`config.mk`:
```
export PLATFORM = sky130hd
export DESIGN_NAME = pfla_cfg
export DESIGN_NICKNAME = d
export VERILOG_FILES = /design/src/rtl/core/pfla_pkg.sv /design/src/rtl/core/pfla_cfg.sv
export SDC_FILE = /design/constraint.sdc
export NUM_CORES = 1
export LEC_CHECK = 0
export ABC_AREA = 1
export BUFFER_PORTS_ARGS = -buffer_cell sky130_fd_sc_hd__buf_4
export CAP_MARGIN = 20
export CELL_PAD_IN_SITES_DETAIL_PLACEMENT = 0
export CELL_PAD_IN_SITES_GLOBAL_PLACEMENT = 1
export CORE_UTILIZATION = 30
export DETAILED_ROUTE_END_ITERATION = 12
export HOLD_SLACK_MARGIN = 0.02
export PLACE_DENSITY = 0.87
export SYNTH_ARGS = -nofsm -noshare
export SYNTH_HDL_FRONTEND = slang
export SYNTH_SLANG_ARGS = --single-unit
```
`constraint.sdc`:
```
create_clock -name clk -period 1.63 [get_ports clk]
set_input_delay 0.163 -clock clk [delete_from_list [all_inputs] [get_ports clk]]
set_output_delay 0.163 -clock clk [all_outputs]
set_load 0.01 [all_outputs]
```
`src/rtl/core/pfla_pkg.sv`:
```
package pfla_pkg;

	localparam int NUM_PAGES_DEF = 1024;
	localparam int MAX_BATCH_DEF = 16;

	localparam int TOTAL_W   = 11;
	localparam int USED_W    = 11;
	localparam int OP_W      = 2;
	localparam int COUNT_W   = 5;
	localparam int PAGE_IN_W = 10;
	localparam int PAGE_OUT_W = 11;
	localparam int STATUS_W  = 2;
	localparam int CFG_IDX_W = 2;

	localparam logic [OP_W-1:0] OP_FORMAT = 2'd0;
	localparam logic [OP_W-1:0] OP_ALLOC  = 2'd1;
	localparam logic [OP_W-1:0] OP_FREE   = 2'd2;

	localparam logic [STATUS_W-1:0] STATUS_OK    = 2'd0;
	localparam logic [STATUS_W-1:0] STATUS_SHORT = 2'd1;
	localparam logic [STATUS_W-1:0] STATUS_BAD   = 2'd2;

	localparam logic [CFG_IDX_W-1:0] CFG_TOTAL_PAGES       = 2'd0;
	localparam logic [CFG_IDX_W-1:0] CFG_VOLUME_IS_PRIMARY = 2'd1;

	localparam logic [TOTAL_W-1:0] TOTAL_PAGES_RST = 11'd1024;

	typedef struct packed {
		logic [OP_W-1:0]      op;
		logic [COUNT_W-1:0]   count;
		logic [PAGE_IN_W-1:0] page_in;
	} req_t;

	typedef struct packed {
		logic [PAGE_OUT_W-1:0] page_out;
		logic [STATUS_W-1:0]   status;
		logic                  last;
	} rsp_t;

	typedef struct packed {
		logic [TOTAL_W-1:0] total_pages;
		logic               volume_is_primary;
	} cfg_t;

endpackage

```
`src/rtl/core/pfla_cfg.sv`:
```
module pfla_cfg (
	input  logic                            clk,
	input  logic                            arst_n,
	input  logic                            cfg_valid,
	output logic                            cfg_ready,
	input  logic [pfla_pkg::CFG_IDX_W-1:0]  cfg_index,
	input  logic [pfla_pkg::TOTAL_W-1:0]    cfg_data,
	output pfla_pkg::cfg_t                  cfg
);

	pfla_pkg::cfg_t cfg_q;

	assign cfg_ready = 1'b1;
	assign cfg = cfg_q;

	always_ff @(posedge clk or negedge arst_n) begin
		if (!arst_n) begin
			cfg_q.total_pages <= pfla_pkg::TOTAL_PAGES_RST;
			cfg_q.volume_is_primary <= 1'b0;
		end else if (cfg_valid && cfg_ready) begin
			case (cfg_index)
				pfla_pkg::CFG_TOTAL_PAGES: cfg_q.total_pages <= cfg_data;
				pfla_pkg::CFG_VOLUME_IS_PRIMARY: cfg_q.volume_is_primary <= cfg_data[0];
				default: ;
			endcase
		end
	end

endmodule

```
==> flow_summary.yaml, run 1 <==
die:
  dieHeight_um: 43.10
  initial_utilization: 0.3287
  io_pins: 29
  coreArea_um2: 1541
  num_rows: 14
  die-width_um: 43.10
  dieArea_um2: 1858
drt:
  drt_iter0_drc: 9
  via_per_inst: 4.618
  antenna_left: 0
  vias: 471
  firstDrtPassIters: 4
  drt-total-wl_um: 1160
  drc_errors: 0
  wire_per_inst_um: 11.37
timing:
  hold_ws_ns: 0.1141
  setup_viol: 0
  setup_tns_ns: 0
  min_period_ns: 1.071
  fmax_ghz: 0.9333
  hold_violations: 0
  drv_slew: 0
  worst_slack_ns: 0.5585
  finalCritPeriodShare: 0.6574
  skew_ns: 0
  rsz0062_at_grt: "no"
synth:
  synth_fp_nets: 73
  synthDistinctLibCells: 11
  synth_async_sr_flop_share: 1.000
  synth_area_per_cell_um2: 8.890
  synth_top_area_share: 0.5432
  synth.most_common_cell: "nand2_1"
  yosys_most_used_dff: "dfrtp_1"
  synth_seq_area_share: 0.5951
  synth_area_leaders: "dfrtp_1 (54%), nand2_1 (19%), nand3_1 (12%), dfstp_2 (5.2%), buf_4 (3.0%)"
  syn_inst: 57
  synth_area_leader_cell: "dfrtp_1"
  ys_ff_latch: 12
  synth.cell_area_um2: 506.7
  synth_edf_count: 0
  yosys_warnings: 0
  synth_common_cells: "nand2_1 (25), nand3_1 (12), dfrtp_1 (11)"
cells_and_area:
  final_cell_area_um2: 742.0
  layout-drive-gt1-share: 0.3837
  final_util: 0.4813
  final_nets: 103
  layoutNonFillerInstCount: 102
  diodes: 0
  largest_register_ffs: 12
  area_delta_synth_final_pct: 46.42
cts:
  cts.root.buffer_cell: "clkbuf_4"
  cts_buffers: 3
  post_cts_resized: 0
  clock_path_buffers: 2
  cts.htree.levels: 1
  clkSinkCount: 12
  post_cts_buffers: 0
  cts_tree: "built"
  clk_latency_ns: 0.27
  clk_pin_slew_ns: 0.07
critical_path:
  crit_family: "flip-flops"
  ff2ff_setup_slack_ns: 0.93
  critical-path-max-stage-delay_ns: 0.53
  setup.worst_path.start_class: "flip-flop"
  crit_buf_inv: 1
  crit_type: "flip-flop to primary output"
  cp.arrival_ns: 0.91
  cp_max_fo: 2
  end_kind: "primary output"
  required_ns: 1.47
  critical-path-slowest-cell: "dfstp_2"
  crit_chain: "buf_4"
power_and_ir_drop:
  switching_share: 0.2804
  clkPwrFrac: 0.255
  switchingPower_uw: 212.5
  p_leak_nw: 0.4176
  power_uw: 757.9
  p_comb_frac: 0.252
  p_int_uw: 545.4
  seqPwrFrac: 0.493
  ir_worst_vdd_uv: 452.1
  p_per_area_nw_per_um2: 1022
grt:
  overflow: 0
  grt_pass1_vias: 421
  antenna_found_initial: 0
  grt_first_pass_wirelength_um: 1821
  track_usage: 0.1362
  grt_max_degree: 15
place:
  dp_hpwl_um: 819.5
  gp_congestion: 0.6990
  placed_area_um2: 705.7
  place.port_buffers: 27
  pre_cts_ws_ns: 0.6781
  dp.cells: 97
run_status:
  status: "finished, final reports clean"
job:
  cap_violations: 0
min_path:
  min_path_type: "input pin to flip-flop"
## layout make-up
class                      instances  area, um^2
clock buffer                       4       26.28
fill                             170       799.5
sequential                        12       301.5
tap                               16       20.02
timing repair buffer              29       220.2
inverter                           1       3.754
multi-input combinational         40       170.2
## what timing repair did
item                       CTS  global route
setup endpoints to repair    0             0
hold endpoints to repair    12             0
hold buffers                 1             0
## per-layer routing
metal | wire [um] | track usage
met5 | 0 | 0
met4 | 39 | 0.1273
met3 | 78 | 0.02128
met2 | 512 | 0.1970
met1 | 529 | 0.1689
## tightest hold or removal path: stages
cell and delay (ns):
buf_4 0.11, nand3_1 0.07, nand2_1 0.05
## power by group through the flow
stage / Clock, mW / Combinational [mW] / Sequential, mW
5_1_grt: 0.217 / 0.209 / 0.380
2_1_floorplan: 0 / 0.0541 / 0.401
3_5_place_dp: 0 / 0.192 / 0.379
6_report: 0.193 / 0.191 / 0.374
4_1_cts: 0.201 / 0.194 / 0.374
3_3_place_gp: 0 / 0.188 / 0.380
## path summary, 6_finish.rpt
check / start / end / depth (start not counted)
worst max-delay path: cfg[11]$_DFFE_PN1P_ / cfg[11] / 1
worst min-delay path: cfg_data[10] / cfg[11]$_DFFE_PN1P_ / 3
worst max register to register: cfg[11]$_DFFE_PN1P_ / cfg[11]$_DFFE_PN1P_ / 2
worst min register to register: cfg[11]$_DFFE_PN1P_ / cfg[11]$_DFFE_PN1P_ / 2
min in group asynchronous: arst_n / cfg[10]$_DFFE_PN0P_ / 2
max in group asynchronous: arst_n / cfg[11]$_DFFE_PN1P_ / 2
## cell families (layout without fill, tap and decap cells)
logic type	Yosys count	in the layout	share of synthesized area
flip-flops	12	12	0.5951
buffers and inverters	5	34	0.06911
AND/OR/NAND/NOR	39	39	0.3284
other	1	1	0.007400
## placed cells by master, fill, tap and decap left out
cell type	count
buf_4	28
clkbuf_1	1
clkbuf_4	3
conb_1	1
dfrtp_1	11
dfstp_2	1
dlygate4sd3_1	1
inv_1	1
nand2_1	25
nand3_1	12
nand4_1	1
nor2_2	1
Power figures use the tool's default switching activity.
==> inputs of run 2 (changes only) <==
--- a/config.mk
+++ b/config.mk
@@ -10,10 +10,10 @@
 export CAP_MARGIN = 20
 export CELL_PAD_IN_SITES_DETAIL_PLACEMENT = 0
 export CELL_PAD_IN_SITES_GLOBAL_PLACEMENT = 1
-export CORE_UTILIZATION = 30
+export CORE_UTILIZATION = 28
 export DETAILED_ROUTE_END_ITERATION = 12
 export HOLD_SLACK_MARGIN = 0.02
-export PLACE_DENSITY = 0.87
+export PLACE_DENSITY = 0.83
 export SYNTH_ARGS = -nofsm -noshare
 export SYNTH_HDL_FRONTEND = slang
 export SYNTH_SLANG_ARGS = --single-unit
==> constraint.sdc (replaced) <==
create_clock -name clk -period 1 [get_ports clk]
set_input_delay 0.1 -clock clk [delete_from_list [all_inputs] [get_ports clk]]
set_output_delay 0.1 -clock clk [all_outputs]
set_load 0.01 [all_outputs]
==> run 2 against run 1 <==
Net effect: the flow now finishes with violations (setup timing); sequential share of layout area fell by 1.3 points; critical path depth did not move; die area increased by 6.8%; non-clock buffer count unchanged; critical path type unchanged; largest power group unchanged.
==> flow_summary.yaml, run 2 (synthesis results as in run 1) <==
drt:
  wire_per_inst_um: 9.604
  via_per_inst: 4.108
  vias: 456
  firstDrtPassIters: 4
  drt-total-wl_um: 1066
  drc_errors: 0
  drt_iter0_drc: 8
  antenna_left: 0
power_and_ir_drop:
  ir_worst_vdd_uv: 582.7
  p_leak_nw: 0.4247
  power_mw: 1.298
  p_per_area_nw_per_um2: 1693
grt:
  track_usage: 0.1221
  overflow: 0
  grt_pass1_vias: 410
  grt_first_pass_wirelength_um: 1711
  antenna_found_initial: 0
  grt_max_degree: 15
cells_and_area:
  final_cell_area_um2: 767.0
  nFillCells: 184
  mostFrequentLayoutCells: "buf_4 (27), nand2_1 (25), nand3_1 (12), dfrtp_1 (11), clkbuf_4 (3)"
  seq_area_um2: 301.5
  diodes: 0
  largest_register_ffs: 12
  layout-drive-gt1-share: 0.3953
  final_common_cell: "buf_4"
  final_nets: 103
  multi_input_area_um2: 170.2
  area_delta_synth_final_pct: 51.36
die:
  initial_utilization: 0.2967
  dieArea_um2: 1984
  coreArea_um2: 1708
  die-width_um: 44.54
  num_rows: 15
  dieHeight_um: 44.54
  io_pins: 29
timing:
  worst_slack_ns: -0.007589
  drv_slew: 0
  fmax_ghz: 0.9925
  min_period_ns: 1.008
  setup_viol: 1
  hold_violations: 0
  skew_ns: 0
  setup_tns_ns: -0.007589
  rsz0062_at_grt: "yes"
  finalCritPeriodShare: 1.008
  hold_ws_ns: 0.06278
cts:
  clk_pin_slew_ns: 0.07
  cts.root.buffer_cell: "clkbuf_4"
  clk_latency_ns: 0.26
  cts.htree.levels: 1
  clkSinkCount: 12
  cts_buffers: 3
  clock_path_buffers: 2
  cts_tree: "built"
job:
  cap_violations: 0
run_status:
  status: "finished, violations left"
  violations: "setup timing"
critical_path:
  r2r_start: "cfg[11]$_DFFE_PN1P_"
  reg2reg_depth: 2
  required_ns: 0.90
  crit_type: "flip-flop to primary output"
  crit_chain: "buf_6"
  r2r_end: "cfg[11]$_DFFE_PN1P_"
  crit_buf_inv: 1
  cp_max_fo: 2
  crit_family: "flip-flops"
  setup.worst_path.start_class: "flip-flop"
  cp-startpoint: "cfg[11]$_DFFE_PN1P_"
  critical-path-slowest-cell: "dfstp_2"
  ff2ff_setup_slack_ns: 0.27
  critical-path-max-stage-delay_ns: 0.54
  worst-path-stages: 1
  cp.arrival_ns: 0.91
  end_kind: "primary output"
min_path:
  hold_path_depth: 3
  min_path_type: "input pin to flip-flop"
  hold_path_startpoint: "cfg_data[6]"
  holdPathEnd: "cfg[7]$_DFFE_PN0P_"
place:
  placed_area_um2: 716.9
  dp_hpwl_um: 786.8
  pre_cts_ws_ns: 0.09383
  gp_congestion: 0.6462
  place.port_buffers: 27
==> run 2: cell count changes in the layout (fill, tap and decap cells not counted) <==
cell / change
clkbuf_8: +1
buf_4: -1
buf_6: +1
clkbuf_1: -1
==> run 2: stage by stage <==
stage                     utilization  cells
after global placement         0.4198    106
after CTS                      0.4491    111
final                          0.4491    111
after detailed placement       0.4198    106
after global routing           0.4491    111
after floorplan                     -     57
==> run 2: repair_timing <==
| item | CTS | global route |
|---|---|---|
| endpoints found under the setup margin | 1 | 1 |
| buffers inserted | 0 | 0 |
| cloned | 0 | 0 |
| resized for setup | 1 | 0 |
| hold buffers | 1 | 0 |
| endpoints found under the hold margin | 12 | 0 |
==> run 2: tightest hold or removal path: cells and delay by family <==
kind | cells | cell delay [ns]
buf+inv | 1 | 0.08
simple gates | 2 | 0.12
==> run 2: cell type report <==
cell class	count	share of cell area
Sequential cell	12	0.3931
Clock buffer	4	0.04731
Inverter	1	0.004894
Timing Repair Buffer	29	0.2920
Tap cell	25	0.04078
Multi-Input combinational cell	40	0.2219
==> run 2: worst max path at each step <==
| stage | end |
|---|---|
| after floorplan | cfg[11]$_DFFE_PN1P_ |
| after global placement | cfg[9]$_DFFE_PN0P_ |
| after detailed placement | cfg[2]$_DFFE_PN0P_ |
| after CTS | cfg[11] |
| after global routing | cfg[11] |
| final | cfg[11] |
==> run 2: layer usage <==
layer | track usage | vias up | part of all wire | wire, um
li1 | - | 235 | - | -
met1 | 0.1396 | 200 | 0.45 | 478
met2 | 0.2059 | 21 | 0.48 | 514
met3 | 0.01633 | 0 | 0.068 | 72
met4 | 0.09091 | 0 | 0 | 0
met5 | 0 | - | 0 | 0
==> run 2: where the power goes <==
part	switching [mW]	internal (mW)
Clock	0.152	0.221
Combinational	0.144	0.172
Sequential	0.0424	0.567
Total	0.338	0.960
