### src/rtl/core/pfla_pkg.sv
package pfla_pkg;

	localparam int NUM_PAGES_DEF = 1024;
	localparam int MAX_BATCH_DEF = 16;

	localparam int TOTAL_W   = 11;
	localparam int USED_W    = 11;
	localparam int OP_W      = 2;
	localparam int COUNT_W   = 5;
	localparam int PAGE_IN_W = 10;
	localparam int PAGE_OUT_W = 11;
	localparam int STATUS_W  = 2;
	localparam int CFG_IDX_W = 2;

	localparam logic [OP_W-1:0] OP_FORMAT = 2'd0;
	localparam logic [OP_W-1:0] OP_ALLOC  = 2'd1;
	localparam logic [OP_W-1:0] OP_FREE   = 2'd2;

	localparam logic [STATUS_W-1:0] STATUS_OK    = 2'd0;
	localparam logic [STATUS_W-1:0] STATUS_SHORT = 2'd1;
	localparam logic [STATUS_W-1:0] STATUS_BAD   = 2'd2;

	localparam logic [CFG_IDX_W-1:0] CFG_TOTAL_PAGES       = 2'd0;
	localparam logic [CFG_IDX_W-1:0] CFG_VOLUME_IS_PRIMARY = 2'd1;

	localparam logic [TOTAL_W-1:0] TOTAL_PAGES_RST = 11'd1024;

	typedef struct packed {
		logic [OP_W-1:0]      op;
		logic [COUNT_W-1:0]   count;
		logic [PAGE_IN_W-1:0] page_in;
	} req_t;

	typedef struct packed {
		logic [PAGE_OUT_W-1:0] page_out;
		logic [STATUS_W-1:0]   status;
		logic                  last;
	} rsp_t;

	typedef struct packed {
		logic [TOTAL_W-1:0] total_pages;
		logic               volume_is_primary;
	} cfg_t;

endpackage

### src/rtl/core/pfla_out.sv
module pfla_out (
	input  logic           clk,
	input  logic           arst_n,
	input  logic           ld_valid,
	output logic           ld_ready,
	input  pfla_pkg::rsp_t ld,
	output logic           rsp_valid,
	input  logic           rsp_stall,
	output pfla_pkg::rsp_t rsp
);

	logic           valid_q;
	pfla_pkg::rsp_t data_q;

	// The register takes a new result when it is empty or its current one leaves now.
	assign ld_ready = !valid_q || !rsp_stall;
	assign rsp_valid = valid_q;
	assign rsp = data_q;

	always_ff @(posedge clk or negedge arst_n) begin
		if (!arst_n) begin
			valid_q <= 1'b0;
		end else if (ld_ready) begin
			valid_q <= ld_valid;
		end
	end

	always_ff @(posedge clk) begin
		if (ld_ready && ld_valid) begin
			data_q <= ld;
		end
	end

endmodule

### config.mk
export PLATFORM = sky130hd
export DESIGN_NAME = pfla_out
export DESIGN_NICKNAME = d
export VERILOG_FILES = /design/src/rtl/core/pfla_pkg.sv /design/src/rtl/core/pfla_out.sv
export SDC_FILE = /design/constraint.sdc
export NUM_CORES = 1
export LEC_CHECK = 0
export BUFFER_PORTS_ARGS = -buffer_cell sky130_fd_sc_hd__buf_4
export CAP_MARGIN = 20
export CORE_AREA = 4 4 41 43
export DETAILED_ROUTE_END_ITERATION = 10
export DIE_AREA = 0 0 45 47
export PLACE_DENSITY = 0.7
export RECOVER_POWER = 25
export REMOVE_ABC_BUFFERS = 1
export SLEW_MARGIN = 20
export SYNTH_ARGS = -nofsm -noshare
export SYNTH_HDL_FRONTEND = slang
export SYNTH_SLANG_ARGS = --single-unit
### constraint.sdc
create_clock -name clk -period 1.6 [get_ports clk]
set_input_delay 0.08 -clock clk [delete_from_list [all_inputs] [get_ports clk]]
set_output_delay 0.08 -clock clk [all_outputs]
set_load 0.01 [all_outputs]
==> results of run 1 <==
==> metal layers <==
metal / global-route usage (%) / vias to the layer above
met5: 0 / -
met4: 8.772 / 0
met3: 4.598 / 0
met2: 25.14 / 11
met1: 11.92 / 176
li1: - / 177
==> cells in the mapped netlist <==
cell | n | area share (%)
a21o_1 | 1 | 1.6
nand2_1 | 1 | 0.80
dfrtp_1 | 1 | 5.3
edfxtp_1 | 14 | 90
a21boi_2 | 1 | 2.4
==> worst max-delay path, cell delays in order, from the launching register on <==
cell and delay [ps]:
dfrtp_1 430, a21boi_2 140, buf_4 220
==> sequential cells by signal (all words and copies together) (netlist names) <==
signal and flops:
rsp_valid 1, rsp 14
==> power by group through the flow <==
stage	sequential [mW]	combinational (mW)	clock, mW
floorplan	0.482	0.0109	0
global placement	0.471	0.0926	0
detailed placement	0.471	0.0932	0
CTS	0.463	0.124	0.220
global route	0.465	0.131	0.237
finish	0.462	0.122	0.213
==> per-stage QoR <==
step / setup WS (ps) / utilization [%] / power, mW / cells
2_1_floorplan: 322.4 / - / 0.4928 / 18
3_3_place_gp: 549.9 / 57.02 / 0.5631 / 67
3_5_place_dp: 524.6 / 57.02 / 0.5646 / 67
4_1_cts: 513.5 / 71.35 / 0.8060 / 87
5_1_grt: 452.1 / 71.35 / 0.8327 / 87
6_report: 512.2 / 71.35 / 0.7977 / 87
==> repair_timing <==
| action | CTS | global route |
|---|---|---|
| gates resized for setup | 0 | 0 |
| setup buffers | 0 | 0 |
| hold buffers | 16 | 0 |
| endpoints found under the hold margin | 16 | 0 |
==> path summary, 6_finish.rpt <==
| check | depth (start not counted) | endpoint | slack (ps) | start |
|---|---|---|---|---|
| setup / recovery | 2 | rsp[5] | 510 | rsp_valid |
| hold reg to reg | 1 | rsp_valid | 570 | rsp_valid |
| min in group asynchronous | 2 | rsp_valid | 130 | arst_n |
| hold / removal | 2 | rsp_valid | 20 | rsp_stall |
| setup reg to reg | 2 | rsp[5] | 510 | rsp_valid |
| max in group asynchronous | 2 | rsp_valid | 1390 | arst_n |
==> cell type report <==
type | instances | area, µm²
Tap cell | 15 | 18.77
Sequential cell | 15 | 445.4
Timing Repair Buffer | 50 | 415.4
Clock buffer | 4 | 26.28
Multi-Input combinational cell | 3 | 22.52
Fill cell | 96 | 372.9
==> logic make-up (layout without fill, tap and decap cells) <==
group                  Yosys count  count (layout)
AOI/OAI and AO/OA                2               2
buffers and inverters            0              54
and+or+nand+nor                  1               1
DFF                             15              15
==> flow_metrics.tcl, run 1 <==
set metrics [dict create \
    p_seq_share_pct 57.9 \
    vias_per_cell 4.184 \
    ys_seq_elements 15 \
    grt_usage_pct 13.34 \
    n_antenna_cell 0 \
    ctsHtreeMaxLevel 1 \
    yosys_warnings 0 \
    placed_area_um2 742.0 \
    worstHoldPathType "in2reg" \
    vias 364 \
    arrival_ps 1070 \
    clkSlewWorstSetupHoldPaths_ps 90 \
    start_util_pct 35.96 \
    num_rows 13 \
    gp_congestion 0.6395 \
    combPwrFrac_pct 15.3 \
    fin_tns_setup_ps 0 \
    fin_skew_ps 2.773 \
    cts_root_buf "clkbuf_4" \
    io-pin-count 34 \
    final_cell_mix "buf_4 (23), dlygate4sd3_1 (16), clkbuf_4 (14), edfxtp_1 (14)" \
    met3RoutedLength_um 47 \
    clk_path_buf_depth 2 \
    grt_pass1_wl_um 1780 \
    design.core.area_mm2 0.001301 \
    endpoint_kind "flop" \
    intPower_mw 0.6314 \
    drt_iter0_markers 3 \
    synthXorXnorAreaFrac_pct 0 \
    synthCells 18 \
    met2WireLength_um 770 \
    antenna_found_initial 0 \
    finish.instance_area_um2 928.4 \
    synthesis.area_um2 467.9 \
    die_width_um 45 \
    finalHoldViolCount 0 \
    critPathLaunchType "flop" \
    met1_length_um 383 \
    power_frac_clock_pct 26.8 \
    synthMuxAreaShare_pct 0 \
    grt_max_degree 15 \
    fmaxAchievable_ghz 0.9193 \
    die_height_um 47 \
    peakVddDrop_uv 507.9 \
    power_leakage_nw 0.3985 \
    grt_pass1_vias 395 \
    synth-simple-area-share_pct 0.8021 \
    p_switching_mw 0.1663 \
    path_max_fanout 14 \
    power_density_mw_per_mm2 859.3 \
    synth_cell_type_count 5 \
    cp.required_ps 1580 \
    crit_type "reg2reg" \
    grt.overflow.total 0 \
    slew_headroom_pct 88.20 \
    wirelength_um 1201 \
    status "finished clean" \
    clk-insertion-delay-late_ps 280 \
    maxCapViolCount 0 \
    portBuffers 33 \
    cts_tree "done" \
    layout_commonest_cell "buf_4" \
    ant_nets 0 \
    synth_compound_area_share_pct 4.011 \
    routed.top_layer "met3" \
    period_share_pct 67.99 \
    syn_avg_cell_area_um2 26.00 \
    synthAdderAreaFrac_pct 0 \
    syn2layout_area_growth_pct 98.40 \
    cts_buffers 3 \
    min_period_ps 1088 \
    firstDrtPassIters 2 \
    drive_above_1_share_pct 52.78 \
    setup_viol 0 \
    die-area_mm2 0.002115 \
    synth_top_family_by_area "compound AO/OA/AOI/OAI gates" \
    slew_violations 0 \
    rsz0062_at_grt "false" \
    cts_sinks 15 \
    hold-worst-slack_ps 22.64 \
    switching_share_pct 20.85 \
    ys_seq_area_share_pct 95.19 \
    wire_per_inst_um 13.80 \
    nets 91 \
    drc 0 \
    worst_pin_slew_ps 177.0 \
]
(Power assumes the default switching activity.)
==> inputs of run 2 (changes only) <==
Settings changed: ABC_AREA from default to 1, PLACE_DENSITY 0.7 to 0.69.
Clock period 1.6 ns to 1.02 ns, I/O delays scaled along.
==> run 2 against run 1 <==
  * The flow now finishes with violations (setup timing)
  * Clock power rose by 53%
  * Worst hold slack better by 71 ps
  * Sequential share of layout area is 2.4 points lower
  * Register-to-register slack worse by 550 ps
  * Sequential cell count unchanged
  * Global-route usage shrank 0.44 points
  * Combinational power rose by 80%
  * Core utilization increased by 3.7 points
  * Fmax grew 2.9%
  * Non-clock buffer count grew 3
  * Clock-buffer cell count stayed put
  * Critical endpoint unchanged
==> flow_metrics.tcl, run 2 <==
set metrics [dict create \
    status "finished with violations" \
    failed_checks "setup timing" \
    yosysTopAreaCellShare_pct 91.06 \
    critPathTopFamily "flip-flops" \
    critPathMaxStageDelay_ps 420 \
    finalHoldViolCount 0 \
    crit_chain "a21oi_2 > buf_6" \
    nets 95 \
    syn_avg_cell_area_um2 24.30 \
    clk_path_buf_depth 2 \
    synth_edf_count 14 \
    vias_per_cell 3.989 \
    clk-insertion-delay-late_ps 270 \
    finish.instance_area_um2 977.2 \
    synth_top_area_cell "edfxtp_1" \
    layout_commonest_cell "buf_4" \
    arrival_ps 1050 \
    synthTopCellsByArea "edfxtp_1 (91%), dfrtp_1 (5.4%), nand2_1 (1.6%)" \
    fmaxAchievable_ghz 0.9464 \
    cts_tree "done" \
    final_cell_mix "buf_4 (24), dlygate4sd3_1 (17), edfxtp_1 (14)" \
    die_height_um 47 \
    worstHoldPathType "in2async" \
    crit_path_top_delay_cell "dfrtp_1" \
    grt_max_degree 9 \
    design.core.area_mm2 0.001301 \
    rsz0062_at_grt "true" \
    seq_area_um2 445.4 \
    cts_sinks 15 \
    drive_above_1_share_pct 53.95 \
    cts_buffers 3 \
    grt_pass1_vias 368 \
    grt_pass1_wl_um 1780 \
    multi_input_area_um2 23.77 \
    yosysMostFrequentCell "edfxtp_1" \
    vias 363 \
    critPathLaunchType "flop" \
    die-area_mm2 0.002115 \
    start_util_pct 35.48 \
    place_ws_ps -32.00 \
    clkSlewWorstSetupHoldPaths_ps 90 \
    n_antenna_cell 0 \
    wire_per_inst_um 13.27 \
    yosys_warnings 0 \
    final_core_util_pct 75.10 \
    grt_usage_pct 12.90 \
    ant_nets 0 \
    fin_tns_setup_ps -487.7 \
    fin_skew_ps 3.402 \
    ctsHtreeMaxLevel 1 \
    portBuffers 33 \
    path_max_fanout 7 \
    slew_headroom_pct 88.36 \
    power_leakage_nw 0.4241 \
    placed_area_um2 743.2 \
    crit_type "reg2reg" \
    cp.required_ps 1010 \
    maxCapViolCount 0 \
    power_density_mw_per_mm2 1299 \
    final_cells 91 \
    dp_cells 69 \
    antenna_found_initial 0 \
    num_rows 13 \
    synth_cell_type_count 5 \
    largest_register_ff_count 14 \
    critPathBufInv 1 \
    min_period_ps 1057 \
    firstDrtPassIters 3 \
    grt.overflow.total 0 \
    period_share_pct 103.6 \
    yosys-top-cells-count "edfxtp_1 (14), nand2_1 (2), a21oi_1 (1), dfrtp_1 (1), inv_1 (1)" \
    peakVddDrop_uv 1060 \
    synthCells 19 \
    fill_cells 84 \
    wirelength_um 1208 \
    ys_seq_area_share_pct 96.48 \
    die_width_um 45 \
    cts_root_buf "clkbuf_4" \
    ys_seq_elements 15 \
    layout_setup_ws_ps -36.62 \
    io-pin-count 34 \
    slew_violations 0 \
    setup_viol 15 \
    drc 0 \
    drt_iter0_markers 9 \
    synthFlopType "edfxtp_1" \
    gp_congestion 0.6199 \
    synth-async-reset-ratio_pct 6.667 \
    synthesis.area_um2 461.7 \
    syn2layout_area_growth_pct 111.7 \
    endpoint_kind "flop" \
    worst_pin_slew_ps 174.6 \
]
run 2: cell types whose count changed in the layout (fill, tap and decap cells not counted):
cell | previous run | this run
a21boi_2 | 1 | 0
a21o_1 | 1 | 0
a21oi_2 | 0 | 1
buf_4 | 23 | 24
buf_6 | 0 | 5
clkbuf_4 | 14 | 10
dlygate4sd3_1 | 16 | 17
inv_1 | 0 | 1
nand2_4 | 0 | 1
run 2: cells by family after synthesis:
group / synth area share, %
DFF: 96.48
and+or+nand+nor: 1.627
AOI/OAI and AO/OA: 1.083
buffers and inverters: 0.8122
run 2: worst paths after layout:
| kind | start | end | slack, ps | depth (start not counted) |
|---|---|---|---|---|
| worst max-delay path | rsp_valid | rsp[5] | -40 | 2 |
| worst min-delay path | arst_n | rsp_valid | 90 | 2 |
| worst max register to register | rsp_valid | rsp[5] | -40 | 2 |
| worst min register to register | rsp_valid | rsp_valid | 640 | 3 |
| max in group asynchronous | arst_n | rsp_valid | 840 | 2 |
| min in group clk | rsp_stall | rsp[12] | 230 | 3 |
run 2: layout make-up:
type / instances / share of cell area (%)
Timing Repair Buffer: 53 / 46.99
Sequential cell: 15 / 45.58
Inverter: 1 / 0.3841
Clock buffer: 4 / 2.689
Tap cell: 15 / 1.921
Multi-Input combinational cell: 3 / 2.433
run 2: what timing repair did:
| action | CTS | global route |
|---|---|---|
| hold buffers | 17 | 0 |
| pin swaps | 2 | 0 |
| resized for setup | 8 | 1 |
| gates cloned | 1 | 0 |
| hold endpoints to repair | 16 | 0 |
| endpoints found under the setup margin | 15 | 16 |
| setup buffers | 0 | 0 |
run 2: metal layers:
| metal | vias up | GRT usage, % | wire length, µm | part of all wire (%) |
|---|---|---|---|---|
| met3 | 0 | 4.215 | 106 | 8.8 |
| met2 | 17 | 24.29 | 693 | 57 |
| met4 | 0 | 5.263 | 0 | 0 |
| li1 | 184 | - | - | - |
| met1 | 162 | 13.02 | 408 | 34 |
| met5 | - | 0 | 0 | 0 |
run 2: where the power goes:
| part | switching, mW | total [mW] | internal, mW |
|---|---|---|---|
| combinational | 0.0758 | 0.220 | 0.144 |
| clock | 0.174 | 0.326 | 0.151 |
| sequential | 0.0112 | 0.724 | 0.713 |
run 2: through the flow:
step	hold WS, ps	total power, mW
final	93.99	1.269
after global routing	90.58	1.333
after CTS	64.58	1.280
after detailed placement	-172.8	0.8847
after global placement	-173.4	0.8813
after floorplan	-244.6	0.7714
